--- src/rtl/core/qpr_pkg.sv ---
package qpr_pkg;

   localparam int WORD_W     = 32;
   localparam int ANGLE_W    = 21;
   localparam int CSR_IDX_W  = 3;
   localparam int QUEUE_DEPTH = 2;

   // Register indexes of the configuration port.
   localparam logic [CSR_IDX_W-1:0] REG_AXIS_X   = 3'd0;
   localparam logic [CSR_IDX_W-1:0] REG_AXIS_Y   = 3'd1;
   localparam logic [CSR_IDX_W-1:0] REG_AXIS_Z   = 3'd2;
   localparam logic [CSR_IDX_W-1:0] REG_CENTER_X = 3'd3;
   localparam logic [CSR_IDX_W-1:0] REG_CENTER_Y = 3'd4;
   localparam logic [CSR_IDX_W-1:0] REG_CENTER_Z = 3'd5;
   localparam logic [CSR_IDX_W-1:0] REG_ANGLE    = 3'd6;

   // Angle constants in Q2.30, held in 37 bits to cover the scaled 21 bit angle.
   localparam logic signed [36:0] PI_Q30      = 37'sd3373259426;
   localparam logic signed [36:0] HALF_PI_Q30 = 37'sd1686629713;
   localparam logic signed [36:0] TWO_PI_Q30  = 37'sd6746518852;
   localparam logic signed [33:0] GAIN_Q30    = 34'sd652032874;

   typedef struct packed {
      logic signed [WORD_W-1:0]  axis_x;
      logic signed [WORD_W-1:0]  axis_y;
      logic signed [WORD_W-1:0]  axis_z;
      logic signed [WORD_W-1:0]  center_x;
      logic signed [WORD_W-1:0]  center_y;
      logic signed [WORD_W-1:0]  center_z;
      logic signed [ANGLE_W-1:0] angle;
   } cfg_type;

   typedef struct packed {
      logic signed [WORD_W-1:0] r;
      logic signed [WORD_W-1:0] x;
      logic signed [WORD_W-1:0] y;
      logic signed [WORD_W-1:0] z;
   } rotor_type;

   typedef struct packed {
      logic signed [WORD_W-1:0] z;
      logic signed [WORD_W-1:0] y;
      logic signed [WORD_W-1:0] x;
   } point_type;

   // Truncated atan(2^-i) in Q2.30.
   function automatic logic signed [36:0] atan_q30(input logic [4:0] i);
      logic [31:0] v;
      unique case (i)
         5'd0:  v = 32'h3243F6A8;
         5'd1:  v = 32'h1DAC6705;
         5'd2:  v = 32'h0FADBAFC;
         5'd3:  v = 32'h07F56EA6;
         5'd4:  v = 32'h03FEAB76;
         5'd5:  v = 32'h01FFD55B;
         5'd6:  v = 32'h00FFFAAA;
         5'd7:  v = 32'h007FFF55;
         5'd8:  v = 32'h003FFFEA;
         5'd9:  v = 32'h001FFFFD;
         5'd10: v = 32'h000FFFFF;
         5'd11: v = 32'h0007FFFF;
         5'd12: v = 32'h0003FFFF;
         5'd13: v = 32'h0001FFFF;
         5'd14: v = 32'h0000FFFF;
         5'd15: v = 32'h00007FFF;
         5'd16: v = 32'h00003FFF;
         5'd17: v = 32'h00001FFF;
         5'd18: v = 32'h00000FFF;
         5'd19: v = 32'h000007FF;
         5'd20: v = 32'h000003FF;
         5'd21: v = 32'h000001FF;
         5'd22: v = 32'h000000FF;
         5'd23: v = 32'h0000007F;
         5'd24: v = 32'h0000003F;
         5'd25: v = 32'h0000001F;
         5'd26: v = 32'h0000000F;
         5'd27: v = 32'h00000008;
         5'd28: v = 32'h00000004;
         5'd29: v = 32'h00000002;
         5'd30: v = 32'h00000001;
         5'd31: v = 32'h00000000;
      endcase
      return $signed({5'd0, v});
   endfunction

   // Low 48 bits of a signed 32 by 32 product; enough for a wrapped Q16.16 result.
   function automatic logic [47:0] mul48(input logic signed [WORD_W-1:0] a,
                                         input logic signed [WORD_W-1:0] b);
      logic signed [63:0] full;
      full = a * b;
      return full[47:0];
   endfunction

   // Q16.16 rounding of a product: (p + 2^15) >> 16, kept to 32 bits.
   function automatic logic [WORD_W-1:0] rnd16(input logic [47:0] p);
      logic [47:0] s;
      s = p + 48'd32768;
      return s[47:16];
   endfunction

endpackage

--- src/rtl/core/qpr_queue.sv ---
module qpr_queue import qpr_pkg::*; (
   input  logic      clock,
   input  logic      reset,
   input  logic      push,
   input  point_type push_data,
   output logic      push_ready,
   input  logic      pop,
   output logic      pop_valid,
   output point_type pop_data
);

   localparam int PTR_W = (QUEUE_DEPTH > 1) ? $clog2(QUEUE_DEPTH) : 1;
   localparam int CNT_W = $clog2(QUEUE_DEPTH + 1);

   point_type        mem_ff [QUEUE_DEPTH];
   logic [PTR_W-1:0] wr_ptr_ff, wr_ptr_in, rd_ptr_ff, rd_ptr_in;
   logic [CNT_W-1:0] count_ff, count_in;

   function automatic logic [PTR_W-1:0] bump(input logic [PTR_W-1:0] p);
      return (p == PTR_W'(QUEUE_DEPTH - 1)) ? '0 : p + PTR_W'(1);
   endfunction

   always_comb begin
      wr_ptr_in = push ? bump(wr_ptr_ff) : wr_ptr_ff;
      rd_ptr_in = pop ? bump(rd_ptr_ff) : rd_ptr_ff;
      count_in  = count_ff + CNT_W'(push) - CNT_W'(pop);
   end

   always_ff @(posedge clock) begin
      if (reset) begin
         wr_ptr_ff <= '0;
         rd_ptr_ff <= '0;
         count_ff  <= '0;
      end else begin
         wr_ptr_ff <= wr_ptr_in;
         rd_ptr_ff <= rd_ptr_in;
         count_ff  <= count_in;
      end
      if (push) begin
         mem_ff[wr_ptr_ff] <= push_data;
      end
   end

   assign push_ready = (count_ff != CNT_W'(QUEUE_DEPTH));
   assign pop_valid  = (count_ff != '0);
   assign pop_data   = mem_ff[rd_ptr_ff];

`ifndef NO_ASSERTIONS
   a_no_overflow: assert property (@(posedge clock) disable iff (reset)
      !push_ready |-> !push)
      else $error("queue written while full");
   a_no_underflow: assert property (@(posedge clock) disable iff (reset)
      !pop_valid |-> !pop)
      else $error("queue read while empty");
   a_count_step: assert property (@(posedge clock) disable iff (reset)
      (push && !pop) |=> count_ff == $past(count_ff) + CNT_W'(1))
      else $error("queue count lost a write");
`endif

endmodule

--- config.mk ---
export PLATFORM = sky130hd
export DESIGN_NAME = qpr_queue
export DESIGN_NICKNAME = d
export VERILOG_FILES = /design/src/rtl/core/qpr_pkg.sv /design/src/rtl/core/qpr_queue.sv
export SDC_FILE = /design/constraint.sdc
export NUM_CORES = 1
export LEC_CHECK = 0
export BUFFER_PORTS_ARGS = -buffer_cell sky130_fd_sc_hd__buf_4
export CAP_MARGIN = 20
export CORE_ASPECT_RATIO = 1.25
export CORE_MARGIN = 3
export CORE_UTILIZATION = 56
export DETAILED_ROUTE_END_ITERATION = 16
export GPL_ROUTABILITY_DRIVEN = 0
export PLACE_DENSITY = 0.95
export SLEW_MARGIN = 20
export SYNTH_ARGS = -nofsm -noshare
export SYNTH_HDL_FRONTEND = slang
export SYNTH_SLANG_ARGS = --single-unit
--- constraint.sdc ---
create_clock -name clock -period 7.74 [get_ports clock]
set_input_delay 0.774 -clock clock [delete_from_list [all_inputs] [get_ports clock]]
set_output_delay 0.774 -clock clock [all_outputs]
set_load 0.005 [all_outputs]
==> flow_summary.json <==
{
  "ys_seq_elements": 197,
  "rows": 46,
  "timing.critical_path.required_ns": 6.97,
  "buffer_ports.inserted": 197,
  "layout-drive-gt1-share": 0.614,
  "post_synthesis_cells": 320,
  "crit_path_start_kind": "flip-flop",
  "clk_transition_reported_paths_ns": 0.07,
  "grt_pass1_wl_mm": 20.1,
  "crit_type": "flip-flop to primary output",
  "fmax_ghz": 0.297,
  "post_cts.resized_instances": 0,
  "synth_area_leaders": "edfxtp_1 (79%), mux2_2 (8.6%), mux2_4 (8.2%)",
  "crit-reg2reg-capture": "mem_ff[1][17]$_DFFE_PP_",
  "synth.largest_area_cell": "edfxtp_1",
  "layout_min_cycle_time_ns": 3.37,
  "synth_enable_flop_cells": 192,
  "synth-warning-count": 0,
  "detailroute.via_count": 3693,
  "clock_path_buffers": 2,
  "grt_antenna_before_repair": 0,
  "first_global_vias": 3943,
  "cts_made_buffers": 17,
  "critPathMaxFanout": 59,
  "drt-vias-per-instance": 5.20,
  "timing.reg2reg.worst_path_depth": 2,
  "drcViolationCount": 0,
  "result_of_the_run": "complete, no violations",
  "grt-ovfl-total": 0,
  "final_net_count": 631,
  "clk_root_buffer_cell": "clkbuf_16",
  "arrival_ns": 2.60,
  "synth_flop_cell": "edfxtp_1",
  "yosys.cell_count.top_type": "edfxtp_1",
  "total_leakage_power_uw": 0.00367,
  "syn-mean-instance-area_sq_um": 23.0,
  "antenna_violating_nets_post_route": 0,
  "worst_slack_ns": 4.37,
  "global_route.usage.total": 0.185,
  "die_w_um": 108,
  "grt_setup_unrepaired": "false",
  "post_route_setup_tns_ns": 0,
  "synth_area_sq_um": 7340,
  "endpoint_kind": "primary output",
  "area.growth.synth_to_final_pct": 29.8,
  "grt_start_max_net_pins": 82,
  "fin_worst_skew_ns": 0.0108,
  "synth.cells.most_frequent": "edfxtp_1 (192), mux2_2 (56), mux2_4 (40)",
  "proportion_of_netlist_area_held_by_the_largest_area_contributor": 0.785,
  "finalMaxSlewViolations": 0,
  "timing.final.crit_share": 0.436,
  "worst_hold_path.endpoint": "rd_ptr_ff$_SDFFE_PP0P_",
  "final_hold_viol_count": 0,
  "full_die_area_sq_um": 14500,
  "cts-htree-levels": 4,
  "hp-class": "flip-flop to flip-flop",
  "dp_slack_ns": 4.82,
  "async_reset_ff_frac": 0,
  "drv.max_cap_violation_count": 0,
  "synth.yosys.seq_area_share": 0.799,
  "design.portCount": 198,
  "core_region_area_sq_um": 12800,
  "synth_nets": 422,
  "drt_pass1_iterations": 4,
  "hpwl_mm": 8.99,
  "cts.repair_timing.setup_buffer_count": 0,
  "pwr_density_cell_nw_per_um2": 250,
  "slew_headroom": 0.386,
  "peakVddDrop_v": 0.000170,
  "initial_core_utilization": 0.575,
  "route.detailed.wl_per_inst_um": 18.8,
  "clock_latency_ns": 0.42,
  "antenna_fix_cells": 0,
  "finalSetupViolations": 0,
  "hold_start": "rd_ptr_ff$_SDFFE_PP0P_",
  "final_core_utilization": 0.746,
  "numClockSinks": 197,
  "clock_tree_from_tritoncts": "yes",
  "regToRegSetupSlack_ns": 5.62,
  "drt_first_iter_violations": 154,
  "detail_route.wirelength_mm": 13.4,
  "ys_types": 17,
  "worst_pin_slew_ns": 0.920,
  "die-height_um": 134,
  "worst_r2r_startpoint": "wr_ptr_ff$_SDFFE_PP0P_",
  "cts_hold_buffers_added": 0,
  "worst_hold_path_cell_count": 2
}
-- cells by family after synthesis --
kind of cell  synth area share
buf+inv                 0.0189
fa+ha+maj              0.00341
mux                      0.168
xor+xnor               0.00545
simple gates           0.00596
flops                    0.799
-- through the flow --
stage               hold WS (ns)  cells  area, sq um  total power (uW)
floorplan                  0.480    320         7340              1440
CTS                        0.520    709         9510              2400
finish                     0.531    710         9540              2380
detailed placement         0.519    677         8940              1590
global placement           0.496    677         8940              1570
global route               0.513    710         9540              2470
-- metal layers --
| metal | vias up | track usage | part of all wire |
|---|---|---|---|
| li1 | 1679 | - | - |
| met1 | 1816 | 0.215 | 0.36 |
| met2 | 166 | 0.315 | 0.54 |
| met3 | 32 | 0.0636 | 0.076 |
| met4 | 0 | 0.0730 | 0.027 |
| met5 | - | 0 | 0 |
-- cells in the final DEF, fill, tap and decap left out --
cell type,count
xnor2_1,2
nor2b_1,1
ha_1,2
clkbuf_16,17
edfxtp_1,192
mux2_4,40
inv_8,3
dfxtp_4,1
mux2_2,56
clkinv_8,2
dfxtp_1,4
buf_4,200
clkinv_2,2
nor2b_4,1
and2_4,1
clkinv_4,3
clkinvlp_4,2
inv_1,2
xnor3_1,1
or2_2,1
inv_6,3
nor2_1,4
buf_16,1
nand2_1,1
-- state kept, by name (all words and copies together), names as in the netlist, named ones only --
signal and flops:
wr_ptr_ff 1, count_ff 2, rd_ptr_ff 1, mem_ff 192
-- layout make-up --
| class | count | area [sq um] |
|---|---|---|
| Tap cell | 168 | 210 |
| Clock buffer | 17 | 425 |
| Fill cell | 716 | 3240 |
| Clock inverter | 15 | 144 |
| Sequential cell | 197 | 5870 |
| Timing Repair Buffer | 201 | 1530 |
| Multi-Input combinational cell | 110 | 1350 |
| Inverter | 2 | 7.51 |
-- report_power, final --
part | switching, uW | total [uW] | internal (uW) | leakage [uW]
logic | 113 | 293 | 180 | 0.00155
clock network | 393 | 819 | 426 | 0.000275
registers | 26.5 | 1270 | 1240 | 0.00184
-- critical path, cell delays in order, from the launching register on --
cell	delay [ns]
dfxtp_4	0.72
buf_4	0.81
mux2_2	0.43
buf_4	0.14
-- worst max-delay path by stage --
stage / startpoint / to / cells after the start
floorplan: push / mem_ff[0][0]$_DFFE_PP_ / 1
global placement: flip-flop / pop_data[29] / 3
detailed placement: flip-flop / pop_data[29] / 3
CTS: flip-flop / pop_data[86] / 3
global route: flip-flop / pop_data[23] / 3
finish: flip-flop / pop_data[18] / 3
Power figures use the tool's default switching activity.
