$ cat src/rtl/core/qpr_pkg.sv
package qpr_pkg;

   localparam int WORD_W     = 32;
   localparam int ANGLE_W    = 21;
   localparam int CSR_IDX_W  = 3;
   localparam int QUEUE_DEPTH = 2;

   // Register indexes of the configuration port.
   localparam logic [CSR_IDX_W-1:0] REG_AXIS_X   = 3'd0;
   localparam logic [CSR_IDX_W-1:0] REG_AXIS_Y   = 3'd1;
   localparam logic [CSR_IDX_W-1:0] REG_AXIS_Z   = 3'd2;
   localparam logic [CSR_IDX_W-1:0] REG_CENTER_X = 3'd3;
   localparam logic [CSR_IDX_W-1:0] REG_CENTER_Y = 3'd4;
   localparam logic [CSR_IDX_W-1:0] REG_CENTER_Z = 3'd5;
   localparam logic [CSR_IDX_W-1:0] REG_ANGLE    = 3'd6;

   // Angle constants in Q2.30, held in 37 bits to cover the scaled 21 bit angle.
   localparam logic signed [36:0] PI_Q30      = 37'sd3373259426;
   localparam logic signed [36:0] HALF_PI_Q30 = 37'sd1686629713;
   localparam logic signed [36:0] TWO_PI_Q30  = 37'sd6746518852;
   localparam logic signed [33:0] GAIN_Q30    = 34'sd652032874;

   typedef struct packed {
      logic signed [WORD_W-1:0]  axis_x;
      logic signed [WORD_W-1:0]  axis_y;
      logic signed [WORD_W-1:0]  axis_z;
      logic signed [WORD_W-1:0]  center_x;
      logic signed [WORD_W-1:0]  center_y;
      logic signed [WORD_W-1:0]  center_z;
      logic signed [ANGLE_W-1:0] angle;
   } cfg_type;

   typedef struct packed {
      logic signed [WORD_W-1:0] r;
      logic signed [WORD_W-1:0] x;
      logic signed [WORD_W-1:0] y;
      logic signed [WORD_W-1:0] z;
   } rotor_type;

   typedef struct packed {
      logic signed [WORD_W-1:0] z;
      logic signed [WORD_W-1:0] y;
      logic signed [WORD_W-1:0] x;
   } point_type;

   // Truncated atan(2^-i) in Q2.30.
   function automatic logic signed [36:0] atan_q30(input logic [4:0] i);
      logic [31:0] v;
      unique case (i)
         5'd0:  v = 32'h3243F6A8;
         5'd1:  v = 32'h1DAC6705;
         5'd2:  v = 32'h0FADBAFC;
         5'd3:  v = 32'h07F56EA6;
         5'd4:  v = 32'h03FEAB76;
         5'd5:  v = 32'h01FFD55B;
         5'd6:  v = 32'h00FFFAAA;
         5'd7:  v = 32'h007FFF55;
         5'd8:  v = 32'h003FFFEA;
         5'd9:  v = 32'h001FFFFD;
         5'd10: v = 32'h000FFFFF;
         5'd11: v = 32'h0007FFFF;
         5'd12: v = 32'h0003FFFF;
         5'd13: v = 32'h0001FFFF;
         5'd14: v = 32'h0000FFFF;
         5'd15: v = 32'h00007FFF;
         5'd16: v = 32'h00003FFF;
         5'd17: v = 32'h00001FFF;
         5'd18: v = 32'h00000FFF;
         5'd19: v = 32'h000007FF;
         5'd20: v = 32'h000003FF;
         5'd21: v = 32'h000001FF;
         5'd22: v = 32'h000000FF;
         5'd23: v = 32'h0000007F;
         5'd24: v = 32'h0000003F;
         5'd25: v = 32'h0000001F;
         5'd26: v = 32'h0000000F;
         5'd27: v = 32'h00000008;
         5'd28: v = 32'h00000004;
         5'd29: v = 32'h00000002;
         5'd30: v = 32'h00000001;
         5'd31: v = 32'h00000000;
      endcase
      return $signed({5'd0, v});
   endfunction

   // Low 48 bits of a signed 32 by 32 product; enough for a wrapped Q16.16 result.
   function automatic logic [47:0] mul48(input logic signed [WORD_W-1:0] a,
                                         input logic signed [WORD_W-1:0] b);
      logic signed [63:0] full;
      full = a * b;
      return full[47:0];
   endfunction

   // Q16.16 rounding of a product: (p + 2^15) >> 16, kept to 32 bits.
   function automatic logic [WORD_W-1:0] rnd16(input logic [47:0] p);
      logic [47:0] s;
      s = p + 48'd32768;
      return s[47:16];
   endfunction

endpackage

$ cat src/rtl/core/qpr_front.sv
module qpr_front import qpr_pkg::*; (
   input  logic         req_tvalid,
   output logic         req_tready,
   input  logic [95:0]  req_tdata,
   input  logic         busy,
   input  logic         queue_ready,
   input  cfg_type      cfg,
   output logic         push,
   output point_type    entry
);

   // Requests wait while the rotor is being rebuilt or the queue is full.
   assign req_tready = !busy && queue_ready;
   assign push       = req_tvalid && req_tready;

   assign entry.x = $signed(req_tdata[31:0])  - cfg.center_x;
   assign entry.y = $signed(req_tdata[63:32]) - cfg.center_y;
   assign entry.z = $signed(req_tdata[95:64]) - cfg.center_z;

endmodule

$ cat config.mk
export PLATFORM = sky130hd
export DESIGN_NAME = qpr_front
export DESIGN_NICKNAME = d
export VERILOG_FILES = /design/src/rtl/core/qpr_pkg.sv /design/src/rtl/core/qpr_front.sv
export SDC_FILE = /design/constraint.sdc
export NUM_CORES = 1
export LEC_CHECK = 0
export ABC_CLOCK_PERIOD_IN_PS = 5200
export CELL_PAD_IN_SITES_DETAIL_PLACEMENT = 1
export CELL_PAD_IN_SITES_GLOBAL_PLACEMENT = 2
export CORE_AREA = 4 4 156 158
export DETAILED_ROUTE_END_ITERATION = 8
export DIE_AREA = 0 0 160 162
export DONT_BUFFER_PORTS = 1
export PLACE_DENSITY = 0.77
export SKIP_LAST_GASP = 1
export SYNTH_ARGS = -nofsm -noshare
export SYNTH_HDL_FRONTEND = slang
export SYNTH_SLANG_ARGS = --single-unit
$ cat constraint.sdc
create_clock -name vclk -period 5.2
set_input_delay 0.52 -clock vclk [all_inputs]
set_output_delay 0.52 -clock vclk [all_outputs]
set_load 0.1 [all_outputs]
==> flow_summary_export.csv, run 1 <==
group,metric,value,unit
critical_path,crit_path_end_kind,"output port",
pwr,power_density,324.5,nW/um^2
pwr,ir_drop,0.2234,mV
worst_hold_path,holdCritPathClass,"input pin to output port",
yosys,synthCells,834,
sta,fmax,253.3,MHz
pwr,p_int,541.1,uW
drt,drt-initial-drc-count,190,
pwr,power.leakage,0.003649,uW
sta,rsz0062_at_grt,"false",
drt,drc,0,
final_layout,fin_area,7023,sq um
global_routing,antenna_found_initial,2,
floorplanning,die_area,25920,sq um
place,place.gp.congestion,0.8840,
final_layout,fillers,2877,
global_routing,grt_pass1_vias,6229,
floorplanning,core_area,23120,sq um
final_layout,finalNonFillerCells,1178,
global_routing,grt_pass1_wl,32130,um
place,place_inst,1177,
yosys,ys_seq_area_frac,0,
place,place_ws,1241,ps
sta,tightest_slew,1210,ps
place,place_area,7020,sq um
critical_path,path_max_fanout,6,
final_layout,nNetsFinal,1297,
drt,viasPerCell,5.201,
sta,period_minus_slack,3948,ps
outcome,outcome,"completed",
final_layout,area_growth,26.79,%
sta,slew_headroom,0.1937,
floorplanning,io_pins,410,
final_layout,seqCellArea,0,sq um
global_routing,gr-total-overflow,0,
floorplanning,die_h,162,um
critical_path,start_kind,"input pin",
final_layout,design.seq.count,0,
final_layout,clkbuf_count,0,
sta,setup_ws,1252,ps
place,portBuffers,0,
floorplanning,start_util,0.2396,
yosys,synth_area,5539,sq um
flow_run,drv.max_cap_violation_count,0,
global_routing,grt_max_degree,11,
drt,wirelength,20510,um
sta,tns,0,ps
critical_path,required,4680,ps
cts,cts_setup_buffers,0,
yosys,ys_warn_count,0,
yosys,syn_avg_cell_area,6.642,sq um
sta,setup_violations,0,
yosys,yosysUniqueCellTypes,66,
final_layout,final_layout_size_suffix_gt1_frac,0.2018,
pwr,p_comb_frac,1.000,
drt,antenna_left,0,
drt,num_vias,6127,
sta,slew_violations,0,
place,dp_hpwl,18530,um
final_layout,utilization,0.3037,
floorplanning,row_count,56,
sta,finalHoldViolations,0,
cts,cts_resized,0,
global_routing,grt_use_total,0.1453,
cts,cts-hold-fix-buffers,0,
pwr,pwr-share-clk,0,
drt,first_pass_iters,4,
pwr,switching_share,0.7626,
sta,fin_crit_sh,0.7593,
yosys,syn_nets,1242,
critical_path,cp.arrival,3430,ps
critical_path,path_class,"input pin to output port",
pwr,power_switching,1738,uW
floorplanning,die_w,160,um
drt,wl_per_cell,17.41,um
pwr,pwr-share-seq,0,
-- synth_stat cells, drive strengths merged (4+ instances only) --
| master | n | area, sq um |
|---|---|---|
| ha | 93 | 1164 |
| or3 | 5 | 31.28 |
| o2111ai | 4 | 35.03 |
| nand2 | 54 | 202.7 |
| a21oi | 93 | 473.0 |
| a211oi | 5 | 42.54 |
| o31ai | 4 | 57.55 |
| nand2b | 11 | 68.82 |
| a21boi | 7 | 60.06 |
| o31a | 5 | 43.79 |
| o21a | 15 | 112.6 |
| o21ai | 53 | 272.8 |
| nand4 | 15 | 93.84 |
| xor2 | 24 | 210.2 |
| nor2 | 51 | 191.4 |
| inv | 124 | 465.5 |
| and2 | 9 | 56.30 |
| o211ai | 5 | 42.54 |
| nand3 | 29 | 145.1 |
| and3 | 9 | 56.30 |
| nor2b | 10 | 62.56 |
| o21bai | 12 | 90.09 |
| a21o | 49 | 367.9 |
| nor3 | 19 | 95.09 |
| xnor2 | 55 | 481.7 |
| a31oi | 4 | 25.02 |
| clkbuf | 20 | 75.07 |
-- power by group through the flow --
| stage | sequential [uW] | combinational (uW) | clock (uW) |
|---|---|---|---|
| after CTS | 0 | 2290 | 0 |
| final | 0 | 2280 | 0.0000257 |
| after floorplan | 0 | 1780 | 0 |
| after global routing | 0 | 2390 | 0 |
| after detailed placement | 0 | 2280 | 0 |
| after global placement | 0 | 2270 | 0 |
-- cell type report --
type	count	area (sq um)	share of cell area
diodes	1	2.502	0.0003563
well taps	290	362.8	0.05167
multi-input cells	689	5599	0.7973
inverters	124	465.4	0.06627
repair buffers	74	593.1	0.08445
-- per-layer routing --
metal  vias to the layer above  part of all wire  routed length, um  GRT usage
li1                       3042                 -                  -          -
met1                      2884              0.44               9027     0.1877
met2                       185              0.48               9762     0.2526
met3                        14             0.075               1539    0.04161
met4                         2            0.0082                168    0.01017
met5                         -           0.00034                  7          0
-- placed cells by master, fill, tap and decap left out, types with 4 or more instances in the layout --
cell | synthesis | routed
a21oi_2 | 2 | 6
a21o_1 | 49 | 49
a21boi_0 | 4 | 4
o21bai_1 | 12 | 12
nand4_1 | 15 | 15
nor2_2 | 0 | 5
nor2b_1 | 10 | 9
o31a_1 | 5 | 5
o2111ai_1 | 4 | 4
ha_1 | 93 | 93
nand2_1 | 54 | 54
a31oi_1 | 4 | 4
a21oi_1 | 91 | 87
buf_4 | 0 | 72
nor3_1 | 19 | 18
nand3_1 | 29 | 29
xnor2_2 | 0 | 54
o21a_1 | 15 | 15
o211ai_1 | 4 | 4
and3_1 | 9 | 9
inv_1 | 124 | 124
o21ai_0 | 50 | 50
nand2b_1 | 11 | 11
and2_1 | 9 | 9
or3_1 | 5 | 5
a211oi_1 | 4 | 4
nor2_1 | 51 | 46
xor2_2 | 0 | 22
-- critical path: stages --
cell and delay, ps:
inv_1 30, ha_1 410, nand4_1 260, nor4_1 410
a41oi_2 260, a2111oi_2 440, nor2_1 190, nor3_1 190
a211o_1 710
-- path summary, 6_finish.rpt --
| kind | start | cells past startpoint | endpoint | slack (ps) |
|---|---|---|---|---|
| min | busy | 1 | req_tready | 1240 |
| max | cfg[36] | 9 | entry[93] | 1250 |
-- cell families after synthesis --
family / Yosys count / synth area share
compound gates: 286 / 0.3488
xor+xnor: 79 / 0.1249
fa+ha+maj: 96 / 0.2209
buf+inv: 145 / 0.09849
mux: 3 / 0.005421
simple gates: 225 / 0.2015
-- through the flow --
step	power (uW)	hold slack (ps)
6_report	2279	1242
5_1_grt	2386	1245
4_1_cts	2291	1241
3_5_place_dp	2283	1240
3_3_place_gp	2271	1240
2_1_floorplan	1783	1373
Power figures use the tool's default switching activity.
==> run 2, diff against run 1 <==
--- a/config.mk
+++ b/config.mk
@@ -5,14 +5,14 @@
 export SDC_FILE = /design/constraint.sdc
 export NUM_CORES = 1
 export LEC_CHECK = 0
-export ABC_CLOCK_PERIOD_IN_PS = 5200
+export ABC_CLOCK_PERIOD_IN_PS = 3400
 export CELL_PAD_IN_SITES_DETAIL_PLACEMENT = 1
 export CELL_PAD_IN_SITES_GLOBAL_PLACEMENT = 2
-export CORE_AREA = 4 4 156 158
+export CORE_AREA = 4 4 157 159
 export DETAILED_ROUTE_END_ITERATION = 8
-export DIE_AREA = 0 0 160 162
+export DIE_AREA = 0 0 161 163
 export DONT_BUFFER_PORTS = 1
-export PLACE_DENSITY = 0.77
+export PLACE_DENSITY = 0.79
 export SKIP_LAST_GASP = 1
 export SYNTH_ARGS = -nofsm -noshare
 export SYNTH_HDL_FRONTEND = slang
==> constraint.sdc (replaced) <==
create_clock -name vclk -period 3.4
set_input_delay 0.34 -clock vclk [all_inputs]
set_output_delay 0.34 -clock vclk [all_outputs]
set_load 0.1 [all_outputs]
==> run 2 against run 1 <==
Non-clock buffer count up 37. Routed wire length up 7.4%. Hold slack worse by 320 ps. Cell area up 8.5%. First-iteration DRC count up 19%. Setup slack worse by 1100 ps.
==> flow_summary_export.csv, run 2 (synthesized netlist as in run 1, its figures left out) <==
group,metric,value,unit
outcome,outcome,"completed",
final_layout,finalNonFillerCells,1244,
critical_path,worst-path-buf-inv,2,
drt,antenna_left,0,
critical_path,path_class,"input pin to output port",
final_layout,clkbuf_count,0,
global_routing,grt_pass1_vias,6718,
critical_path,slowest_stage,"a31oi_2",
drt,viasPerCell,5.090,
floorplanning,row_count,56,
final_layout,nNetsFinal,1334,
drt,drc,0,
drt,num_vias,6332,
floorplanning,die_area,26240,sq um
final_layout,final_common_cell,"inv_1",
sta,fin_crit_sh,0.9480,
flow_run,drv.max_cap_violation_count,0,
final_layout,fillers,2895,
final_layout,mostFrequentLayoutCells,"inv_1, ha_1, buf_4, a21oi_1",
drt,first_pass_iters,4,
drt,wl_per_cell,17.70,um
sta,slew_violations,0,
floorplanning,die_w,161,um
place,place_inst,1242,
floorplanning,core_area,23260,sq um
critical_path,path_max_fanout,3,
place,place_area,7591,sq um
worst_hold_path,holdCritPathClass,"input pin to output port",
global_routing,grt_use_total,0.1579,
sta,fmax,310.3,MHz
drt,wirelength,22020,um
floorplanning,io_pins,410,
sta,setup_violations,0,
critical_path,path_cells,"inv_1, ha_1, fa_1, nor2b_1, o31a_1, o2111ai_1, o2111ai_1, a31oi_2, o21ai_0, a21oi_1, xnor2_2, buf_12",
final_layout,utilization,0.3276,
critical_path,cp.arrival,2880,ps
global_routing,gr-total-overflow,0,
floorplanning,start_util,0.2381,
place,place.gp.congestion,0.8688,
pwr,power.leakage,0.003916,uW
final_layout,area_growth,37.56,%
pwr,ir_drop,0.3006,mV
sta,worst_hold_slack,923.9,ps
drt,drt-initial-drc-count,226,
final_layout,fin_area,7620,sq um
final_layout,seqCellArea,0,sq um
global_routing,antenna_found_initial,0,
critical_path,start_kind,"input pin",
global_routing,grt_pass1_wl,34890,um
sta,rsz0062_at_grt,"true",
critical_path,required,3060,ps
critical_path,crit_top_cell,"o2111ai_1",
sta,tightest_slew,964.7,ps
sta,finalHoldViolations,0,
cts,cts-hold-fix-buffers,0,
critical_path,crit_path_end_kind,"output port",
sta,period_minus_slack,3223,ps
sta,slew_headroom,0.3614,
final_layout,final_layout_size_suffix_gt1_frac,0.2392,
place,portBuffers,0,
final_layout,design.seq.count,0,
global_routing,grt_max_degree,11,
critical_path,cp_top_family,"compound AO/OA/AOI/OAI gates",
critical_path,slowest_delay,390,ps
floorplanning,die_h,163,um
pwr,power_density,493.2,nW/um^2
place,dp_hpwl,20090,um
==> run 2: cell types whose count changed in the layout (fill, tap and decap cells not counted), sizes merged <==
cell    before  now
clkbuf       1    0
buf         73  111
==> run 2: cell type report <==
class              instances  area [sq um]  share of cell area
diodes                     1         2.502           0.0003284
well taps                319         399.1             0.05238
multi-input cells        689          5642              0.7404
repair buffers           111          1104              0.1448
inverters                124         473.0             0.06207
==> run 2: worst paths after layout <==
kind / from / endpoint / slack [ps] / cells after the start
setup / recovery: req_tdata[64] / entry[88] / 180 / 12
hold / removal: busy / req_tready / 920 / 2
==> run 2: through the flow <==
stage	total power (uW)	setup TNS, ps	setup WS, ps
2_1_floorplan	2851	-1113	-351.1
3_3_place_gp	3739	0	135.3
3_5_place_dp	3760	0	98.70
4_1_cts	3773	0	78.92
5_1_grt	3936	-78.33	-78.33
6_report	3758	0	176.9
==> run 2: repair_timing <==
action                     CTS  global route
setup endpoints to repair    0             6
resized for setup            0             4
buffers inserted             0             1
==> run 2: routing by layer <==
layer	vias to the layer above	track usage	routed length, um
met5	-	0	0
met4	0	0.01745	314
met2	217	0.2698	10060
met3	20	0.04758	1850
met1	2971	0.2038	9800
li1	3124	-	-
==> run 2: power breakdown <==
group          switching [uW]  internal [uW]   leakage (uW)  total (uW)
Clock                       0      0.0000394  0.00000000634   0.0000394
Combinational            2720           1040        0.00392        3760
Sequential                  0              0              0           0
Total                    2720           1040        0.00392        3760
